==> config.mk <==
export PLATFORM = sky130hd
export DESIGN_NAME = fbs_run_tracker
export DESIGN_NICKNAME = d
export VERILOG_FILES = /design/src/sv/fbs_pkg.sv /design/src/sv/fbs_run_tracker.sv
export SDC_FILE = /design/constraint.sdc
export NUM_CORES = 1
export LEC_CHECK = 0
export ABC_CLOCK_PERIOD_IN_PS = 11500
export BUFFER_PORTS_ARGS = -buffer_cell sky130_fd_sc_hd__buf_2
export CAP_MARGIN = 20
export CELL_PAD_IN_SITES_DETAIL_PLACEMENT = 1
export CELL_PAD_IN_SITES_GLOBAL_PLACEMENT = 2
export CORE_MARGIN = 4
export CORE_UTILIZATION = 34
export DETAILED_ROUTE_END_ITERATION = 8
export MAX_ROUTING_LAYER = met4
export PLACE_DENSITY = 0.87
export RECOVER_POWER = 100
export SYNTH_ARGS = -nofsm -noshare
export SYNTH_HDL_FRONTEND = slang
export SYNTH_SLANG_ARGS = --single-unit
==> constraint.sdc <==
create_clock -name clk -period 11.5 [get_ports clk]
set_input_delay 3.45 -clock clk [delete_from_list [all_inputs] [get_ports clk]]
set_output_delay 3.45 -clock clk [all_outputs]
set_load 0.05 [all_outputs]
==> src/sv/fbs_pkg.sv <==
// ----------------------------------------------------------------------------
// Frame brightness segmenter package
// Widths, luma weights, register codes and the records passed between stages.
// ----------------------------------------------------------------------------
`default_nettype none

package fbs_pkg;

  // Sizing
  localparam int PIXEL_COUNT_BITS = 24;
  localparam int FRAME_COUNT_BITS = 32;

  localparam int COLOR_W  = 8;
  localparam int GREY_W   = 8;
  localparam int MEAN_W   = 16;
  localparam int SEG_W    = 32;

  // Pixel tally holds 2^PIXEL_COUNT_BITS itself
  localparam int TALLY_W  = PIXEL_COUNT_BITS + 1;
  localparam int SUM_W    = PIXEL_COUNT_BITS + GREY_W;
  localparam int FRAC_W   = MEAN_W - GREY_W;
  localparam int CMP_W    = PIXEL_COUNT_BITS + MEAN_W;

  // Frame index never exceeds the 32-bit output field
  localparam int FRAME_IDX_W = (FRAME_COUNT_BITS < SEG_W) ? FRAME_COUNT_BITS : SEG_W;

  // Luma weights, 14-bit fixed point
  localparam int LUMA_W     = 14;
  localparam int LUMA_SUM_W = COLOR_W + LUMA_W;
  localparam logic [LUMA_W-1:0] WEIGHT_B = LUMA_W'(1868);
  localparam logic [LUMA_W-1:0] WEIGHT_G = LUMA_W'(9617);
  localparam logic [LUMA_W-1:0] WEIGHT_R = LUMA_W'(4899);
  localparam logic [LUMA_SUM_W-1:0] LUMA_ROUND = LUMA_SUM_W'(1) << (LUMA_W - 1);

  // Configuration port
  localparam int CFG_INDEX_W = 1;
  localparam int CFG_DATA_W  = MEAN_W;

  typedef enum logic [CFG_INDEX_W-1:0] {
    REG_MEAN_THRESHOLD = 1'b0,
    REG_SELECT_DARK    = 1'b1
  } cfg_reg_t;

  // Totals of one finished frame
  typedef struct packed {
    logic              video_end;
    logic [SUM_W-1:0]  grey_sum;
    logic [CMP_W-1:0]  thr_sum;
  } frame_stat_t;

  // One reported segment
  typedef struct packed {
    logic [SEG_W-1:0] segment_number;
    logic [SEG_W-1:0] start_frame;
    logic [SEG_W-1:0] frame_length;
  } segment_t;

endpackage

`default_nettype wire

==> src/sv/fbs_run_tracker.sv <==
// ----------------------------------------------------------------------------
// Run tracker
// Judges each finished frame against the threshold and follows runs of
// qualifying frames; flags a segment when a run closes or the video ends inside one.
// ----------------------------------------------------------------------------
`default_nettype none

module fbs_run_tracker import fbs_pkg::*; (
  input  wire logic        clk,
  input  wire logic        rst,
  input  wire logic        en,
  input  wire logic        frame_valid,
  input  wire frame_stat_t frame,
  input  wire logic        select_dark,
  output logic             emit,
  output segment_t         result
);

  logic                   run_open;
  logic [FRAME_IDX_W-1:0] run_start;
  logic [SEG_W-1:0]       run_length;
  logic [SEG_W-1:0]       run_number;
  logic [FRAME_IDX_W-1:0] frame_index;

  logic [CMP_W-1:0]       lhs;
  logic                   qualifies;
  logic                   run_open_next;
  logic [FRAME_IDX_W-1:0] run_start_next;
  logic [SEG_W-1:0]       run_length_next;

  // Mean test: sum*256 against threshold*tally
  always_comb begin
    lhs       = CMP_W'({frame.grey_sum, {FRAC_W{1'b0}}});
    qualifies = select_dark ? (lhs <= frame.thr_sum) : (lhs > frame.thr_sum);
  end

  // Run update for this frame
  always_comb begin
    run_open_next   = run_open;
    run_start_next  = run_start;
    run_length_next = run_length;
    emit            = 1'b0;
    if (frame_valid) begin
      if (qualifies) begin
        if (run_open) begin
          if (run_length != '1) begin
            run_length_next = run_length + SEG_W'(1);
          end
        end else begin
          run_open_next   = 1'b1;
          run_start_next  = frame_index;
          run_length_next = SEG_W'(1);
        end
        emit = frame.video_end;
      end else if (run_open) begin
        emit = 1'b1;
      end
    end
    result.segment_number = run_number;
    result.start_frame    = SEG_W'(run_start_next);
    result.frame_length   = run_length_next;
  end

  always_ff @(posedge clk) begin
    if (rst) begin
      run_open    <= 1'b0;
      run_start   <= '0;
      run_length  <= '0;
      run_number  <= SEG_W'(1);
      frame_index <= '0;
    end else if (en && frame_valid) begin
      if (frame.video_end) begin
        // New video starts with the next pixel
        run_open    <= 1'b0;
        run_start   <= '0;
        run_length  <= '0;
        run_number  <= SEG_W'(1);
        frame_index <= '0;
      end else begin
        run_open   <= emit ? 1'b0 : run_open_next;
        run_start  <= run_start_next;
        run_length <= emit ? '0 : run_length_next;
        if (emit && (run_number != '1)) begin
          run_number <= run_number + SEG_W'(1);
        end
        if (frame_index != '1) begin
          frame_index <= frame_index + FRAME_IDX_W'(1);
        end
      end
    end
  end

endmodule

`default_nettype wire

Word level (Yosys, flattened, before mapping)
Cells that the tools add are included.
{"block": "totals", "register_bits": 129, "in_bits": 78, "out_inout_bits": 97, "elab_cells": 44}
{"block": "op_classes", "mux": 22, "n_reduce_logical": 9, "order_cmp": 2, "eq_ne": 3, "n_addsub": 3}
{"operator": "$mux W32", "n": 14}
{"operator": "$add A32 B1 Y32 const B", "n": 3}
{"operator": "$ne A32 B32 Y1 const B", "n": 3}
{"operator": "$gt A40 B40 Y1", "n": 1}
{"operator": "$le A40 B40 Y1", "n": 1}
{"operator": "$mux W1", "n": 8}
{"operator": "$reduce_bool A3 Y1", "n": 2}
{"operator": "$reduce_and A2 Y1", "n": 2}
{"operator": "$reduce_bool A2 Y1", "n": 2}
{"operator": "$reduce_and A3 Y1", "n": 1}
{"operator": "$logic_and A1 B1 Y1", "n": 2}

Logic depth before layout (Yosys ltp)
{"block": "depth", "depth_word": 7, "depth_mapped": 13, "ltp_nobuf": 10}

Worst setup path before layout
OpenSTA, ideal clock, no wires.
{"block": "synth_path", "path_kind": "input-to-output", "startpoint": "input port frame[23] (netlist bit)", "endpoint": "output port result[7] (netlist bit)", "required_time_ps": 8050, "setup_slack_ps": 1603, "t_arrival_ps": 6447, "stages": 10, "path_cell_list": "inv_1 > ha_1 > nand4_1 > nor4_2 > and4_1 > a211o_1 > buf_2 > and3_1 > nor2_1 > o311ai_1"}
{"element": "from (decl)", "line": "fbs_run_tracker.sv:13", "source": "input wire frame_stat_t frame,"}
{"element": "to (decl)", "line": "fbs_run_tracker.sv:16", "source": "output segment_t result"}

==> flow_metrics.py <==
metrics = {
    "die": {
        "start_util_pct": 34.7,
        "core_area_um2": 22800,
        "dieHeight_um": 160,
        "ioPinCount": 175,
        "die-area_um2": 25800,
        "fp-row-count": 55,
        "dieWidth_um": 160,
    },
    "worst_setup_path": {
        "ff2ff_setup_slack_ps": 7710,
        "crit_path_end_kind": "output port",
        "cp-start-kind": "input port",
        "critical_path.cell_chain": "buf_2 -> inv_1 -> ha_1 -> nand4_1 -> nor4_1 -> a22oi_1 -> a211oi_1 -> o21ai_1 -> a21oi_4 -> buf_4 -> mux2_2 -> clkbuf_1",
        "crit_slowest_cell": "a211oi_1",
        "critPathKind": "input port to output port",
        "crit_required_ps": 8050,
        "cp_max_fo": 21,
        "max_stage_delay_ps": 870,
        "worstPathArrival_ps": 7080,
    },
    "route": {
        "dr.pass1.iters": 4,
        "vias_per_cell": 5.50,
        "drt-total-wl_mm": 24.6,
        "dr_total_vias": 7959,
        "ant_nets": 0,
        "drt_iter0_markers": 337,
        "drc": 0,
        "wl_per_cell_um": 17.0,
    },
    "yosys": {
        "async_flop_share_pct": 0,
        "synth_cell_type_count": 68,
        "synth_fp_nets": 1077,
        "yosysSeqAreaShare_pct": 32.7,
        "syn-mean-instance-area_um2": 8.20,
        "ys_ff_latch": 129,
        "yosysWarnings": 0,
        "synth_top_area_cell": "dfxtp_1",
        "ys_top_cells_by_count": "dfxtp_1, nor2_1, nand2_1",
        "synth_top_area_share_pct": 32.7,
        "netlist_top_cells_area": "dfxtp_1, ha_1, mux2_2, a22o_1, nor2_1",
        "syn-instance-count": 964,
        "synth_most_common_cell": "dfxtp_1",
        "syn_area_um2": 7910,
        "yosys_most_used_dff": "dfxtp_1",
        "synth_edf_count": 0,
    },
    "place": {
        "io_buffers": 174,
        "dp_hpwl_mm": 18.1,
        "routabilityCongestion": 0.808,
        "dpl-instance-area_um2": 9070,
    },
    "clocking": {
        "root_buffer": "clkbuf_16",
        "cts_buffers": 17,
        "clock_latency_ps": 430,
        "ctsResizeCount": 0,
        "cts_tree": "yes",
        "cts_sinks": 129,
        "cts.htree.levels": 4,
        "cts_setup_buffers": 0,
        "hold_buffers": 0,
        "path_clk_slew_ps": 60,
        "cts.path.max_buffers": 2,
    },
    "pwr": {
        "p_per_area_nw_per_um2": 119,
        "power.leakage_nw": 3.72,
        "max-vdd-ir-drop_mv": 0.0934,
    },
    "global_routing": {
        "grt-ovfl-total": 0,
        "grt_pass1_vias": 7890,
        "track_usage_pct": 19.1,
        "grt_max_degree": 37,
        "grt_pass1_wl_mm": 40.1,
        "antenna_found_initial": 0,
    },
    "timing": {
        "slew_headroom_pct": -12.2,
        "maxSlewViolCount": 70,
        "worst_pin_slew_ps": 1680,
        "fin_crit_ps": 10530,
        "rsz0062_at_grt": "no",
        "tns_ps": 0,
        "fin_skew_ps": 13.8,
        "hold_viol": 0,
        "finalCritPeriodShare_pct": 91.6,
        "setup_violations": 0,
        "max_freq_ghz": 0.0950,
    },
    "layout": {
        "syn_to_final_growth_pct": 20.9,
        "final_net_count": 1233,
        "antennaDiodeCount": 0,
        "stdcell_area_um2": 9560,
        "drive_gt1_share_pct": 15.2,
    },
    "outcome": {
        "violations": "max-capacitance violations, max-slew violations",
        "status": "finished with violations",
    },
    "flow_run": {
        "cap_violations": 2,
    },
    "hold_path": {
        "hold_path.class": "flip-flop to flip-flop",
    },
}
-- power breakdown --
group / total, mW / switching (mW) / internal (mW)
combinational: 0.104 / 0.0677 / 0.0366
clock: 0.584 / 0.247 / 0.337
sequential: 0.450 / 0.00214 / 0.448
-- through the flow --
stage                     std cells  utilization (%)  worst slack [ps]  hold slack (ps)  power (mW)
final                          1446             42.0               971              471        1.14
after global routing           1446             42.0               564              486        1.18
after CTS                      1445             42.6              1340              475        1.16
after detailed placement       1413             39.8              1350              453       0.567
after global placement         1413             39.8              1410              452       0.564
after floorplan                 964                -              1600              438       0.529
-- layout make-up --
cell class / instances / area [µm²]
clock buffer: 17 / 425
inverter: 50 / 188
clock inverter: 15 / 214
timing repair buffer: 188 / 871
multi-input combinational: 734 / 4890
sequential: 129 / 2580
tap: 313 / 392
fill: 2822 / 13200
-- sequential cells by signal (all words and copies together), names as in the netlist --
name,flops
run_number,32
run_start,32
frame_index,32
run_length,32
run_open,1
-- layout by cell type, fill, tap and decap left out, drive strengths merged, types with 21 or more instances in the layout --
master / count
a21oi: 65
a22o: 41
a31oi: 24
and3: 28
buf: 88
clkbuf: 117
dfxtp: 129
ha: 35
inv: 59
mux2: 32
nand2: 73
nand3: 35
nand4: 33
nor2: 89
o21ai: 52
or3: 22
xnor2: 21
xor2: 25
-- worst max-delay path, delay by kind of cell --
kind / cells / cell delay (ps)
mux: 1 / 200
compound gates: 4 / 1760
simple gates: 2 / 450
fa+ha+maj: 1 / 300
buf+inv: 4 / 890
-- worst paths after layout --
check / startpoint / to / cells past startpoint
hold / removal: run_start[24]$_SDFFE_PP0P_ / run_start[24]$_SDFFE_PP0P_ / 1
hold reg to reg: run_start[24]$_SDFFE_PP0P_ / run_start[24]$_SDFFE_PP0P_ / 1
setup / recovery: frame[23] / result[53] / 12
setup reg to reg: run_number[0]$_SDFFE_PP1P_ / run_number[17]$_SDFFE_PP0P_ / 10
-- logic make-up after synthesis --
family / count (synthesis) / share of synthesized area [%]
compound gates: 267 / 23.3
flops: 129 / 32.7
mux: 36 / 5.06
fa+ha+maj: 35 / 5.54
xor+xnor: 46 / 5.10
simple gates: 350 / 23.0
buf+inv: 101 / 5.27
-- per-layer routing --
| metal | GRT usage (%) | part of all wire, % | up-vias |
|---|---|---|---|
| li1 | - | - | 3899 |
| met1 | 24.2 | 47 | 3879 |
| met2 | 31.7 | 48 | 150 |
| met3 | 3.18 | 3.5 | 31 |
| met4 | 5.08 | 1.6 | 0 |
| met5 | - | 0 | - |
Note: power is estimated with default switching activity, not from simulation.
