<file path="config.mk">
export PLATFORM = sky130hd
export DESIGN_NAME = fbs_luma
export DESIGN_NICKNAME = d
export VERILOG_FILES = /design/src/sv/fbs_pkg.sv /design/src/sv/fbs_luma.sv
export SDC_FILE = /design/constraint.sdc
export NUM_CORES = 1
export LEC_CHECK = 0
export BUFFER_PORTS_ARGS = -buffer_cell sky130_fd_sc_hd__buf_2
export CORE_MARGIN = 3
export CORE_UTILIZATION = 45
export CTS_CLUSTER_SIZE = 40
export DETAILED_ROUTE_END_ITERATION = 10
export SYNTH_ARGS = -nofsm -noshare
export SYNTH_HDL_FRONTEND = slang
export SYNTH_SLANG_ARGS = --single-unit
</file>
<file path="constraint.sdc">
create_clock -name clk -period 15.65 [get_ports clk]
set_input_delay 1.565 -clock clk [delete_from_list [all_inputs] [get_ports clk]]
set_output_delay 1.565 -clock clk [all_outputs]
set_load 0.01 [all_outputs]
</file>
<file path="src/sv/fbs_pkg.sv">
// ----------------------------------------------------------------------------
// Frame brightness segmenter package
// Widths, luma weights, register codes and the records passed between stages.
// ----------------------------------------------------------------------------
`default_nettype none

package fbs_pkg;

  // Sizing
  localparam int PIXEL_COUNT_BITS = 24;
  localparam int FRAME_COUNT_BITS = 32;

  localparam int COLOR_W  = 8;
  localparam int GREY_W   = 8;
  localparam int MEAN_W   = 16;
  localparam int SEG_W    = 32;

  // Pixel tally holds 2^PIXEL_COUNT_BITS itself
  localparam int TALLY_W  = PIXEL_COUNT_BITS + 1;
  localparam int SUM_W    = PIXEL_COUNT_BITS + GREY_W;
  localparam int FRAC_W   = MEAN_W - GREY_W;
  localparam int CMP_W    = PIXEL_COUNT_BITS + MEAN_W;

  // Frame index never exceeds the 32-bit output field
  localparam int FRAME_IDX_W = (FRAME_COUNT_BITS < SEG_W) ? FRAME_COUNT_BITS : SEG_W;

  // Luma weights, 14-bit fixed point
  localparam int LUMA_W     = 14;
  localparam int LUMA_SUM_W = COLOR_W + LUMA_W;
  localparam logic [LUMA_W-1:0] WEIGHT_B = LUMA_W'(1868);
  localparam logic [LUMA_W-1:0] WEIGHT_G = LUMA_W'(9617);
  localparam logic [LUMA_W-1:0] WEIGHT_R = LUMA_W'(4899);
  localparam logic [LUMA_SUM_W-1:0] LUMA_ROUND = LUMA_SUM_W'(1) << (LUMA_W - 1);

  // Configuration port
  localparam int CFG_INDEX_W = 1;
  localparam int CFG_DATA_W  = MEAN_W;

  typedef enum logic [CFG_INDEX_W-1:0] {
    REG_MEAN_THRESHOLD = 1'b0,
    REG_SELECT_DARK    = 1'b1
  } cfg_reg_t;

  // Totals of one finished frame
  typedef struct packed {
    logic              video_end;
    logic [SUM_W-1:0]  grey_sum;
    logic [CMP_W-1:0]  thr_sum;
  } frame_stat_t;

  // One reported segment
  typedef struct packed {
    logic [SEG_W-1:0] segment_number;
    logic [SEG_W-1:0] start_frame;
    logic [SEG_W-1:0] frame_length;
  } segment_t;

endpackage

`default_nettype wire

</file>
<file path="src/sv/fbs_luma.sv">
// ----------------------------------------------------------------------------
// Luma stage
// Converts one registered BGR pixel to rounded 8-bit grey and registers it.
// ----------------------------------------------------------------------------
`default_nettype none

module fbs_luma import fbs_pkg::*; (
  input  wire logic               clk,
  input  wire logic               rst,
  input  wire logic               en,
  input  wire logic               in_valid,
  input  wire logic [COLOR_W-1:0] blue,
  input  wire logic [COLOR_W-1:0] green,
  input  wire logic [COLOR_W-1:0] red,
  input  wire logic               frame_end,
  input  wire logic               video_end,
  output logic                    valid,
  output logic [GREY_W-1:0]       grey,
  output logic                    fend,
  output logic                    vend
);

  logic [LUMA_SUM_W-1:0] luma_acc;

  // Constant-weight products, rounded, top bits kept
  always_comb begin
    luma_acc = LUMA_SUM_W'(blue)  * LUMA_SUM_W'(WEIGHT_B)
             + LUMA_SUM_W'(green) * LUMA_SUM_W'(WEIGHT_G)
             + LUMA_SUM_W'(red)   * LUMA_SUM_W'(WEIGHT_R)
             + LUMA_ROUND;
  end

  always_ff @(posedge clk) begin
    if (rst) begin
      valid <= 1'b0;
    end else if (en) begin
      valid <= in_valid;
    end
  end

  always_ff @(posedge clk) begin
    if (en) begin
      grey <= luma_acc[LUMA_SUM_W-1 -: GREY_W];
      fend <= frame_end;
      vend <= video_end;
    end
  end

endmodule

`default_nettype wire

</file>
### Word-level counts from Yosys, hierarchy flattened

Cells that the tools add are included.

* register bits: 11
* output and inout bits: 11
* logic and storage cells: 10

* $mul: 3
* add/sub/neg operators: 3

Operator list (number)
* 19-bit by 22-bit adder with 22-bit output: 1
* 22-bit by 14-bit adder with 22-bit output (second input constant): 1
* 22-bit by 21-bit adder with 22-bit output: 1
* 8-bit by 14-bit multiplier with 22-bit output (second input constant): 1
* 8-bit by 13-bit multiplier with 21-bit output (second input constant): 1
* 8-bit by 9-bit multiplier with 17-bit output (second input constant): 1

### Longest topological paths before layout

Gate-level depths: netlist (run 1).

* depth after elaboration: 4
* gate-level depth with buffers: 28
* depth with buffers taken out: 28

### Worst setup path after synthesis (run 1)

OpenSTA, ideal clock, no wires.

* kind: input to register
* start: input port blue[2]
* end: register grey[6], data pin
* slack: 7.632 ns
* library setup time: 0.269 ns
* data required time: 15.381 ns
* arrival: 7.748 ns
* cell stages on the path: 28
* cell sequence: inv_1 fa_1 inv_1 ha_1 fa_1 inv_1 fa_1 inv_1 ha_1 a21o_1 nand2_1 nand2b_1 a2bb2oi_1 a31oi_1 ha_1 ha_1 fa_1 inv_1 fa_1 fa_1 inv_1 ha_1 o21ai_0 o21ai_1 a21oi_1 nor2_1 a2111oi_0 nand3_1

* cells in the longest elaborated chain, start to end: 4

Ends and longest elaborated chain
* start, declared: RTL line fbs_luma.sv:12 `input wire logic [COLOR_W-1:0] blue,`
* 8-bit by 9-bit multiplier with 17-bit output: RTL line fbs_luma.sv:27 `luma_acc = LUMA_SUM_W'(blue) * LUMA_SUM_W'(WEIGHT_B)`
* 19-bit by 22-bit adder with 22-bit output: RTL line fbs_luma.sv:28 `+ LUMA_SUM_W'(green) * LUMA_SUM_W'(WEIGHT_G)`
* 22-bit by 21-bit adder with 22-bit output: RTL line fbs_luma.sv:29 `+ LUMA_SUM_W'(red) * LUMA_SUM_W'(WEIGHT_R)`
* 22-bit by 14-bit adder with 22-bit output: RTL line fbs_luma.sv:30 `+ LUMA_ROUND;`
* via luma_acc[20]: RTL line fbs_luma.sv:23 `logic [LUMA_SUM_W-1:0] luma_acc;`
* end signal, assigned: RTL line fbs_luma.sv:43 `grey <= luma_acc[LUMA_SUM_W-1 -: GREY_W];`
* end, declared: RTL line fbs_luma.sv:18 `output logic [GREY_W-1:0] grey,`

The timed path passes the listed nets, and every way through them passes these cells.
A chain may end at the register's enable or synchronous reset.

### Worst setup path in the final report (run 1)

Ends and elaborated chain as after synthesis.

==> results of run 1 <==
logic make-up (layout without fill, tap and decap cells):
family          Yosys count  count (layout)
flops                    11              11
simple gates             76              76
mux                       1               1
buf+inv                 209             253
compound gates           66              66
xor+xnor                 17              17
fa+ha+maj               230             230
how the worst min path moves through the flow:
stage                                  start  depth (start not counted)            endpoint
after floorplan           valid$_SDFFE_PP0P_                          2  valid$_SDFFE_PP0P_
after global placement    valid$_SDFFE_PP0P_                          2  valid$_SDFFE_PP0P_
after detailed placement  valid$_SDFFE_PP0P_                          2  valid$_SDFFE_PP0P_
after CTS                 valid$_SDFFE_PP0P_                          2  valid$_SDFFE_PP0P_
after global routing      valid$_SDFFE_PP0P_                          2  valid$_SDFFE_PP0P_
final                     valid$_SDFFE_PP0P_                          2  valid$_SDFFE_PP0P_
cells in the mapped netlist (2+ instances only):
library cell and instances:
a2111oi_0 2, a211oi_1 3, a211oi_2 3, a21o_1 6, a21oi_1 13, a31oi_1 3
a32oi_1 2, and2_1 2, edfxtp_1 10, fa_1 87, ha_1 143, inv_1 209
nand2_1 15, nand2b_1 2, nand3_1 5, nand3b_1 3, nand4_1 3, nor2_1 23
nor2b_1 3, nor3_1 7, nor3b_2 2, o211ai_2 2, o21a_1 5, o21ai_0 9
o21ai_1 5, o22ai_1 2, or2_2 3, or3_1 3, xnor2_1 13, xor2_1 4
critical path: cells and delay by family:
family / cells / cell delay [ns]
AOI/OAI and AO/OA: 7 / 1.28
adders and majority gates: 11 / 4.64
and+or+nand+nor: 4 / 0.40
buffers and inverters: 7 / 0.44
through the flow:
stage	hold WS, ns	utilization	setup WS (ns)
2_1_floorplan	0.528	-	7.63
3_3_place_gp	0.466	0.501	7.18
3_5_place_dp	0.487	0.501	7.06
4_1_cts	0.497	0.507	7.26
5_1_grt	0.540	0.507	6.62
6_report	0.490	0.507	7.28
cell type report:
type / instances / area [um^2]
fillers: 1174 / 5990
multi-input cells: 390 / 4570
inverters: 209 / 785
flip-flops and latches: 11 / 320
well taps: 168 / 210
repair buffers: 40 / 200
clock buffers: 4 / 78.8
registers in the layout, indices dropped and copies added, names as in the netlist:
register  flops
grey          8
fend          1
valid         1
vend          1
per-layer routing:
layer  share of wire  up-vias
met3           0.014        2
met2            0.48       30
met1            0.50     1948
met5               0        -
li1                -     1999
met4          0.0024        0
==> summary.txt, run 1 <==
Synth
  – Sequential element share of the synthesized area: 0.0564
  – Adder-cell share of the synthesized area: 0.622
  – Syn Std Cell Area: 0.00568 mm^2
  – Most area-consuming cells after synthesis: ha_1 32%, fa_1 31%, inv_1 14%
  – Ys flop type: edfxtp_1
  – Post-synth EDFFs: 10
  – Yosys top cell area share: 0.315
  – Ys Warns: 0
  – Largest area contributor in the netlist: ha_1
  – Unique masters post-synth: 48
  – Syn Nets: 870
  – XOR/XNOR Fraction of Synth Area: 0.0262
  – Post-synthesis mux area share: 0.00176
  – Async SR Flop Fraction: 0
  – Synth Register Bits: 11
  – Post-Syn Instances: 610
  – Synth Area in Simple Gates: 0.0685
  – Largest family of logic cells by synthesized area: adder cells
  – Per-instance average area after synthesis: 9.31 um^2
  – Compound-Gate Fraction of Synth Area: 0.0872

Setup path
  – Critical path endpoint: grey[6]$_DFFE_PP_
  – Critical R2R Launch: valid$_SDFFE_PP0P_
  – Slowest-stage cell, CP: fa_1
  – Crit. End Element: register
  – WP data required: 15.62 ns
  – Reg-to-Reg End: valid$_SDFFE_PP0P_
  – Worst path arrival time: 8.33 ns
  – Crit-path max FO: 6
  – Critical Path Source: blue[2]
  – Nature of the critical path startpoint: input pin
  – R2r setup slk: 15.07 ns
  – R2r worst-path depth: 2
  – Worst stage delay on the critical path: 0.54 ns
  – Setup CP Type: input pin to register

STA
  – Fin Setup TNS: 0 ns
  – Max Slew Vio Count: 0
  – Final Critical Period: 8.37 ns
  – Fmax achieved: 120 MHz
  – Least-Margin Pin Slew: 0.382 ns
  – Clk_skew: 0 ns
  – Final period util: 0.535
  – Relative slew margins: 0.739
  – Final Hold Fails: 0
  – Setup violators final: 0
  – RSZ-0062 raised after global routing: no

Global route
  – Met2 usage: 0.294
  – Largest net degree at the start of global routing: 12
  – Initial antenna violation count: 0
  – Met1 Usage GRT: 0.239
  – Met3 Usage GRT: 0.00718
  – Total gr overflow: 0
  – Vias in the first global route: 4184
  – Busiest layer in global routing: met2
  – GR Util All Layers: 0.167
  – First-pass GRT wire length: 19400 um

Placed design
  – DPL Wire Length: 10500 um
  – DP Cell Count: 818
  – IO buf count: 40
  – Placer Congestion: 0.875
  – Placed inst area: 0.00609 mm^2

Finish
  – Highest-count cells in the layout ignoring fill and taps: 209 x inv_1, 143 x ha_1, 87 x fa_1
  – Design Area, Final: 0.00617 mm^2
  – Area Growth Syn to Fin: 8.61%
  – Commonest non-fill, non-tap cell in the layout: inv_1
  – Share of layout cells above drive strength 1: 0.0902
  – Fin nets: 915
  – Post-route insts no fill: 822
  – Antenna cells: 0

CTS
  – Hold buffers post-CTS: 0
  – Post-CTS Resized: 0
  – Post-CTS Setup Repair Bufs: 0
  – Worst-Skew Late Latency: 0.23 ns
  – H-tree levels: 1
  – Root Buffer: clkbuf_16
  – Clk pin slew, worst setup/hold paths: 0.04 ns
  – CTS tree: built
  – CTS Buf Count: 3
  – CTS Sinks: 11
  – Max Root-Sink Buffers: 2

Detailed routing
  – Post-route DRC: 0
  – WL per Instance: 13.6 um
  – Vias: 3979
  – DRT antenna net count: 0
  – WL final: 11100 um
  – Via-to-Cell Ratio: 4.84
  – Drt first-iter violations: 133
  – First-pass iteration count of the detailed router: 4

Die
  – Boundary pin count: 41
  – Row count: 40
  – Full die area: 0.0140 mm^2
  – Total core area: 0.0122 mm^2
  – Chip Width: 118 um
  – Die height: 118 um
  – Initial Util: 0.467

Hold path
  – Worst hold path class: register to register

Run
  – Max-cap viol count: 0

Status
  – Status: finished, final reports clean
Power of run 1 is not shown: default switching activity piles up to over one toggle a cycle in this logic, so the estimate is an artifact.
==> run 2: changes to the inputs <==
Clock period 15.65 ns to 8.7 ns, I/O delays scaled along.
==> summary.txt, run 2 (synthesis results as in run 1) <==
STA
  – Fin Setup TNS: 0 ns (unchanged)
  – RSZ-0062 raised after global routing: no
  – Clk_skew: 0 ns (unchanged)
  – Relative slew margins: 0.720 (-0.0186)
  – Final Critical Period: 7.66 ns
  – Setup violators final: 0 (unchanged)
  – Least-Margin Pin Slew: 0.409 ns (+0.0271 ns)
  – Final period util: 0.881
  – Final Hold Fails: 0 (unchanged)
  – Fmax achieved: 130 MHz
  – Max Slew Vio Count: 0 (unchanged)

Finish
  – Fin nets: 915 (unchanged)
  – Filler Cells Inserted: 1138 (-3.1%)
  – Largest register by flop count: grey
  – Share of layout cells above drive strength 1: 0.0902 (unchanged)
  – Multi-input gate area in the final layout: 0.00457 mm^2 (unchanged)
  – Highest-count cells in the layout ignoring fill and taps: 209 x inv_1, 143 x ha_1, 87 x fa_1
  – Max reg flops: 8 (unchanged)
  – Antenna cells: 0 (unchanged)
  – Area Growth Syn to Fin: 8.61% (unchanged)
  – Reg area: 320 um^2 (unchanged)
  – Commonest non-fill, non-tap cell in the layout: inv_1

Global route
  – Total gr overflow: 0 (unchanged)
  – Vias in the first global route: 4104 (-1.9%)
  – First-pass GRT wire length: 19000 um (-2.1%)
  – GR Util All Layers: 0.164 (-0.00292)
  – Initial antenna violation count: 0 (unchanged)
  – Largest net degree at the start of global routing: 12 (unchanged)

Detailed routing
  – DRT antenna net count: 0 (unchanged)
  – Drt first-iter violations: 139 (+4.5%)
  – Vias: 3991 (+0.30%)
  – WL per Instance: 13.5 um (-0.45%)
  – Post-route DRC: 0 (unchanged)
  – First-pass iteration count of the detailed router: 4 (unchanged)
  – Via-to-Cell Ratio: 4.86 (+0.30%)
  – WL final: 11100 um (-0.45%)

Placed design
  – DPL Wire Length: 10500 um (-0.21%)
  – Placer Congestion: 0.875 (about the same)
  – IO buf count: 40 (unchanged)

CTS
  – Worst-Skew Late Latency: 0.23 ns (about the same)
  – Max Root-Sink Buffers: 2 (unchanged)
  – H-tree levels: 1 (unchanged)
  – Post-CTS Setup Repair Bufs: 0 (unchanged)
  – Post-CTS Resized: 0 (unchanged)
  – CTS tree: built
  – Root Buffer: clkbuf_16
  – CTS Sinks: 11 (unchanged)
  – Hold buffers post-CTS: 0 (unchanged)
  – CTS Buf Count: 3 (unchanged)
  – Clk pin slew, worst setup/hold paths: 0.04 ns (about the same)

Setup path
  – Crit. End Element: register
  – CP top delay family: adder cells
  – Slowest-stage cell, CP: fa_1
  – Worst path arrival time: 7.63 ns (-0.70 ns)
  – Worst stage delay on the critical path: 0.55 ns (about the same)
  – Critical R2R Launch: valid$_SDFFE_PP0P_
  – Critical Path Source: blue[2]
  – Worst path bufs/invs: 7 (unchanged)
  – Crit-path max FO: 6 (unchanged)
  – WP data required: 8.67 ns (-6.95 ns)
  – Nature of the critical path startpoint: input pin
  – Setup CP Type: input pin to register

Status
  – Status: finished, final reports clean

Die
  – Chip Width: 118 um (unchanged)
  – Row count: 40 (unchanged)
  – Boundary pin count: 41 (unchanged)
  – Full die area: 0.0140 mm^2 (unchanged)
  – Total core area: 0.0122 mm^2 (unchanged)
  – Die height: 118 um (unchanged)
  – Initial Util: 0.467 (unchanged)

Run
  – Max-cap viol count: 0 (unchanged)

Hold path
  – Worst hold path class: register to register
  – Min-Delay Startpoint: valid$_SDFFE_PP0P_
-- run 2: cell counts in the layout (fill, tap and decap cells not counted) --
Identical to the previous run, type by type.
-- run 2: layout make-up --
cell class	instances	area share
Clock buffer	4	0.0128
Inverter	209	0.127
Timing Repair Buffer	40	0.0325
Sequential cell	11	0.0519
Multi-Input combinational cell	390	0.742
Tap cell	168	0.0341
-- run 2: per-stage QoR --
stage	hold WS, ns	cell area [um^2]	std cells	util	setup slack [ns]
2_1_floorplan	0.528	5680	610	-	1.38
3_3_place_gp	0.466	6090	818	0.501	0.924
3_5_place_dp	0.494	6090	818	0.501	0.803
4_1_cts	0.506	6170	822	0.507	1.03
5_1_grt	0.550	6170	822	0.507	0.453
6_report	0.509	6170	822	0.507	1.04
-- run 2: final timing paths --
| kind | slack [ns] | cells past startpoint | end |
|---|---|---|---|
| max | 1.04 | 29 | grey[6]$_DFFE_PP_ |
| min | 0.51 | 2 | valid$_SDFFE_PP0P_ |
| max reg2reg | 8.11 | 2 | valid$_SDFFE_PP0P_ |
| min reg2reg | 0.51 | 2 | valid$_SDFFE_PP0P_ |
-- run 2: routing by layer --
layer,track usage,part of all wire
met5,0,0
met4,0.00659,0.0011
met3,0.00909,0.026
met2,0.290,0.48
met1,0.235,0.49
-- run 2: worst min-delay path, cell delays in order (launching register included) --
cell,delay [ns]
dfxtp_1,0.33
mux2i_1,0.07
nor2_1,0.07
Power of run 2 is left out for the same reason.
==> run 3: changes to the inputs <==
Settings changed: CORE_UTILIZATION 45 to 50, GPL_TIMING_DRIVEN set to 0, HOLD_SLACK_MARGIN set to 0.06, PLACE_DENSITY set to 0.68.
==> summary.txt, run 3 (synthesis results as in run 1) <==
STA
  – Least-Margin Pin Slew: 0.362 ns (-0.0465 ns)
  – Final hold slack: 0.496 ns (-0.0133 ns)
  – Fmax achieved: 129 MHz (-0.81%)
  – Max Slew Vio Count: 0 (unchanged)
  – Fin Setup TNS: 0 ns (unchanged)
  – Setup violators final: 0 (unchanged)
  – Final Hold Fails: 0 (unchanged)
  – Final WS setup: 0.973 ns (-0.0623 ns)
  – Relative slew margins: 0.752 (+0.0318)
  – RSZ-0062 raised after global routing: no
  – Clk_skew: 0 ns (unchanged)
  – Final period util: 0.888 (+0.00717)
  – Final Critical Period: 7.73 ns (+0.0623 ns)

Finish
  – Max reg flops: 8 (unchanged)
  – Share of layout cells above drive strength 1: 0.0902 (unchanged)
  – Commonest non-fill, non-tap cell in the layout: inv_1
  – Highest-count cells in the layout ignoring fill and taps: 209 x inv_1, 143 x ha_1, 87 x fa_1
  – Area Growth Syn to Fin: 8.00%
  – Antenna cells: 0 (unchanged)
  – Filler Cells Inserted: 1011 (-11%)
  – Core Util, Final: 0.558 (+0.0512)
  – Fin nets: 915 (unchanged)
  – Largest register by flop count: grey

Setup path
  – Crit. End Element: register
  – Nature of the critical path startpoint: input pin
  – Setup CP Type: input pin to register
  – R2r worst-path depth: 2 (unchanged)
  – Critical path depth in cells: 29 (unchanged)
  – WP data required: 8.67 ns (about the same)
  – R2r setup slk: 8.12 ns (about the same)
  – Crit-path max FO: 6 (unchanged)
  – Reg-to-Reg End: valid$_SDFFE_PP0P_
  – CP top delay family: adder cells
  – Slowest-stage cell, CP: fa_1
  – Worst path arrival time: 7.70 ns (+0.07 ns)
  – Worst stage delay on the critical path: 0.54 ns (about the same)
  – Critical R2R Launch: valid$_SDFFE_PP0P_
  – Worst path bufs/invs: 7 (unchanged)

CTS
  – Root Buffer: clkbuf_16
  – CTS Buf Count: 3 (unchanged)
  – Worst-Skew Late Latency: 0.24 ns (about the same)
  – Hold buffers post-CTS: 0 (unchanged)
  – CTS Sinks: 11 (unchanged)
  – CTS tree: built
  – Post-CTS Resized: 0 (unchanged)
  – Max Root-Sink Buffers: 2 (unchanged)
  – Post-CTS Setup Repair Bufs: 0 (unchanged)
  – H-tree levels: 1 (unchanged)
  – Clk pin slew, worst setup/hold paths: 0.04 ns (about the same)

Global route
  – GR Util All Layers: 0.181 (+0.0169)
  – First-pass GRT wire length: 18800 um (-0.70%)
  – Largest net degree at the start of global routing: 12 (unchanged)
  – Initial antenna violation count: 0 (unchanged)
  – Vias in the first global route: 4162 (+1.4%)
  – Total gr overflow: 0 (unchanged)

Detailed routing
  – WL per Instance: 13.8 um (+2.2%)
  – Via-to-Cell Ratio: 5.09 (+4.9%)
  – Drt first-iter violations: 172 (+24%)
  – Vias: 4044 (+1.3%)
  – Post-route DRC: 0 (unchanged)
  – First-pass iteration count of the detailed router: 4 (unchanged)
  – WL final: 11000 um (-1.3%)
  – DRT antenna net count: 0 (unchanged)

Hold path
  – Min-Delay Startpoint: valid$_SDFFE_PP0P_
  – Min-Delay Path Depth: 2 (unchanged)
  – Worst hold path class: register to register
  – Hold path endpoint: valid$_SDFFE_PP0P_

Run
  – Max-cap viol count: 0 (unchanged)

Die
  – Initial Util: 0.517 (+0.0501)
  – Die height: 113 um (-4.9%)
  – Boundary pin count: 41 (unchanged)
  – Total core area: 0.0110 mm^2 (-9.7%)
  – Row count: 38 (-5.0%)
  – Full die area: 0.0127 mm^2 (-9.5%)
  – Chip Width: 113 um (-4.9%)

Placed design
  – Setup WS pre-CTS: 0.738 ns (-0.0652 ns)
  – Placer Congestion: 0.926 (+5.8%)
  – DPL Wire Length: 10300 um (-2.2%)
  – IO buf count: 40 (unchanged)

Status
  – Status: finished, final reports clean
## run 3: cell counts in the layout (fill, tap and decap cells not counted)
Identical to the previous run, type by type.
## run 3: worst min-delay path, cell delays in order (launching register included)
cell and delay [ns]:
dfxtp_1 0.32, mux2i_1 0.06, nor2_1 0.08
## run 3: through the flow
stage,std cells,area [um^2]
after global placement,790,6050
after detailed placement,790,6050
after global routing,794,6130
final,794,6130
after CTS,794,6130
after floorplan,610,5680
## run 3: worst max path at each step
stage	startpoint	endpoint	slack (ns)
final	blue[2]	grey[6]$_DFFE_PP_	0.97
after global routing	blue[2]	grey[6]$_DFFE_PP_	0.45
after CTS	blue[2]	grey[6]$_DFFE_PP_	0.98
after detailed placement	blue[2]	grey[6]$_DFFE_PP_	0.74
after global placement	blue[2]	grey[6]$_DFFE_PP_	0.80
after floorplan	blue[2]	grey[6]$_DFFE_PP_	1.38
## run 3: area by class of cell
| cell class | instances | area (um^2) | area share |
|---|---|---|---|
| inverter | 209 | 785 | 0.128 |
| timing repair buffer | 40 | 200 | 0.0326 |
| sequential | 11 | 320 | 0.0522 |
| multi-input combinational | 390 | 4570 | 0.746 |
| clock buffer | 4 | 78.8 | 0.0129 |
| tap | 140 | 175 | 0.0286 |
## run 3: layer usage
layer	track usage	wire, um	vias up
met1	0.259	5070	1967
met5	0	0	-
li1	-	-	1998
met2	0.312	5360	69
met4	0.0200	73	0
met3	0.0146	454	10
Power of run 3 is left out for the same reason.
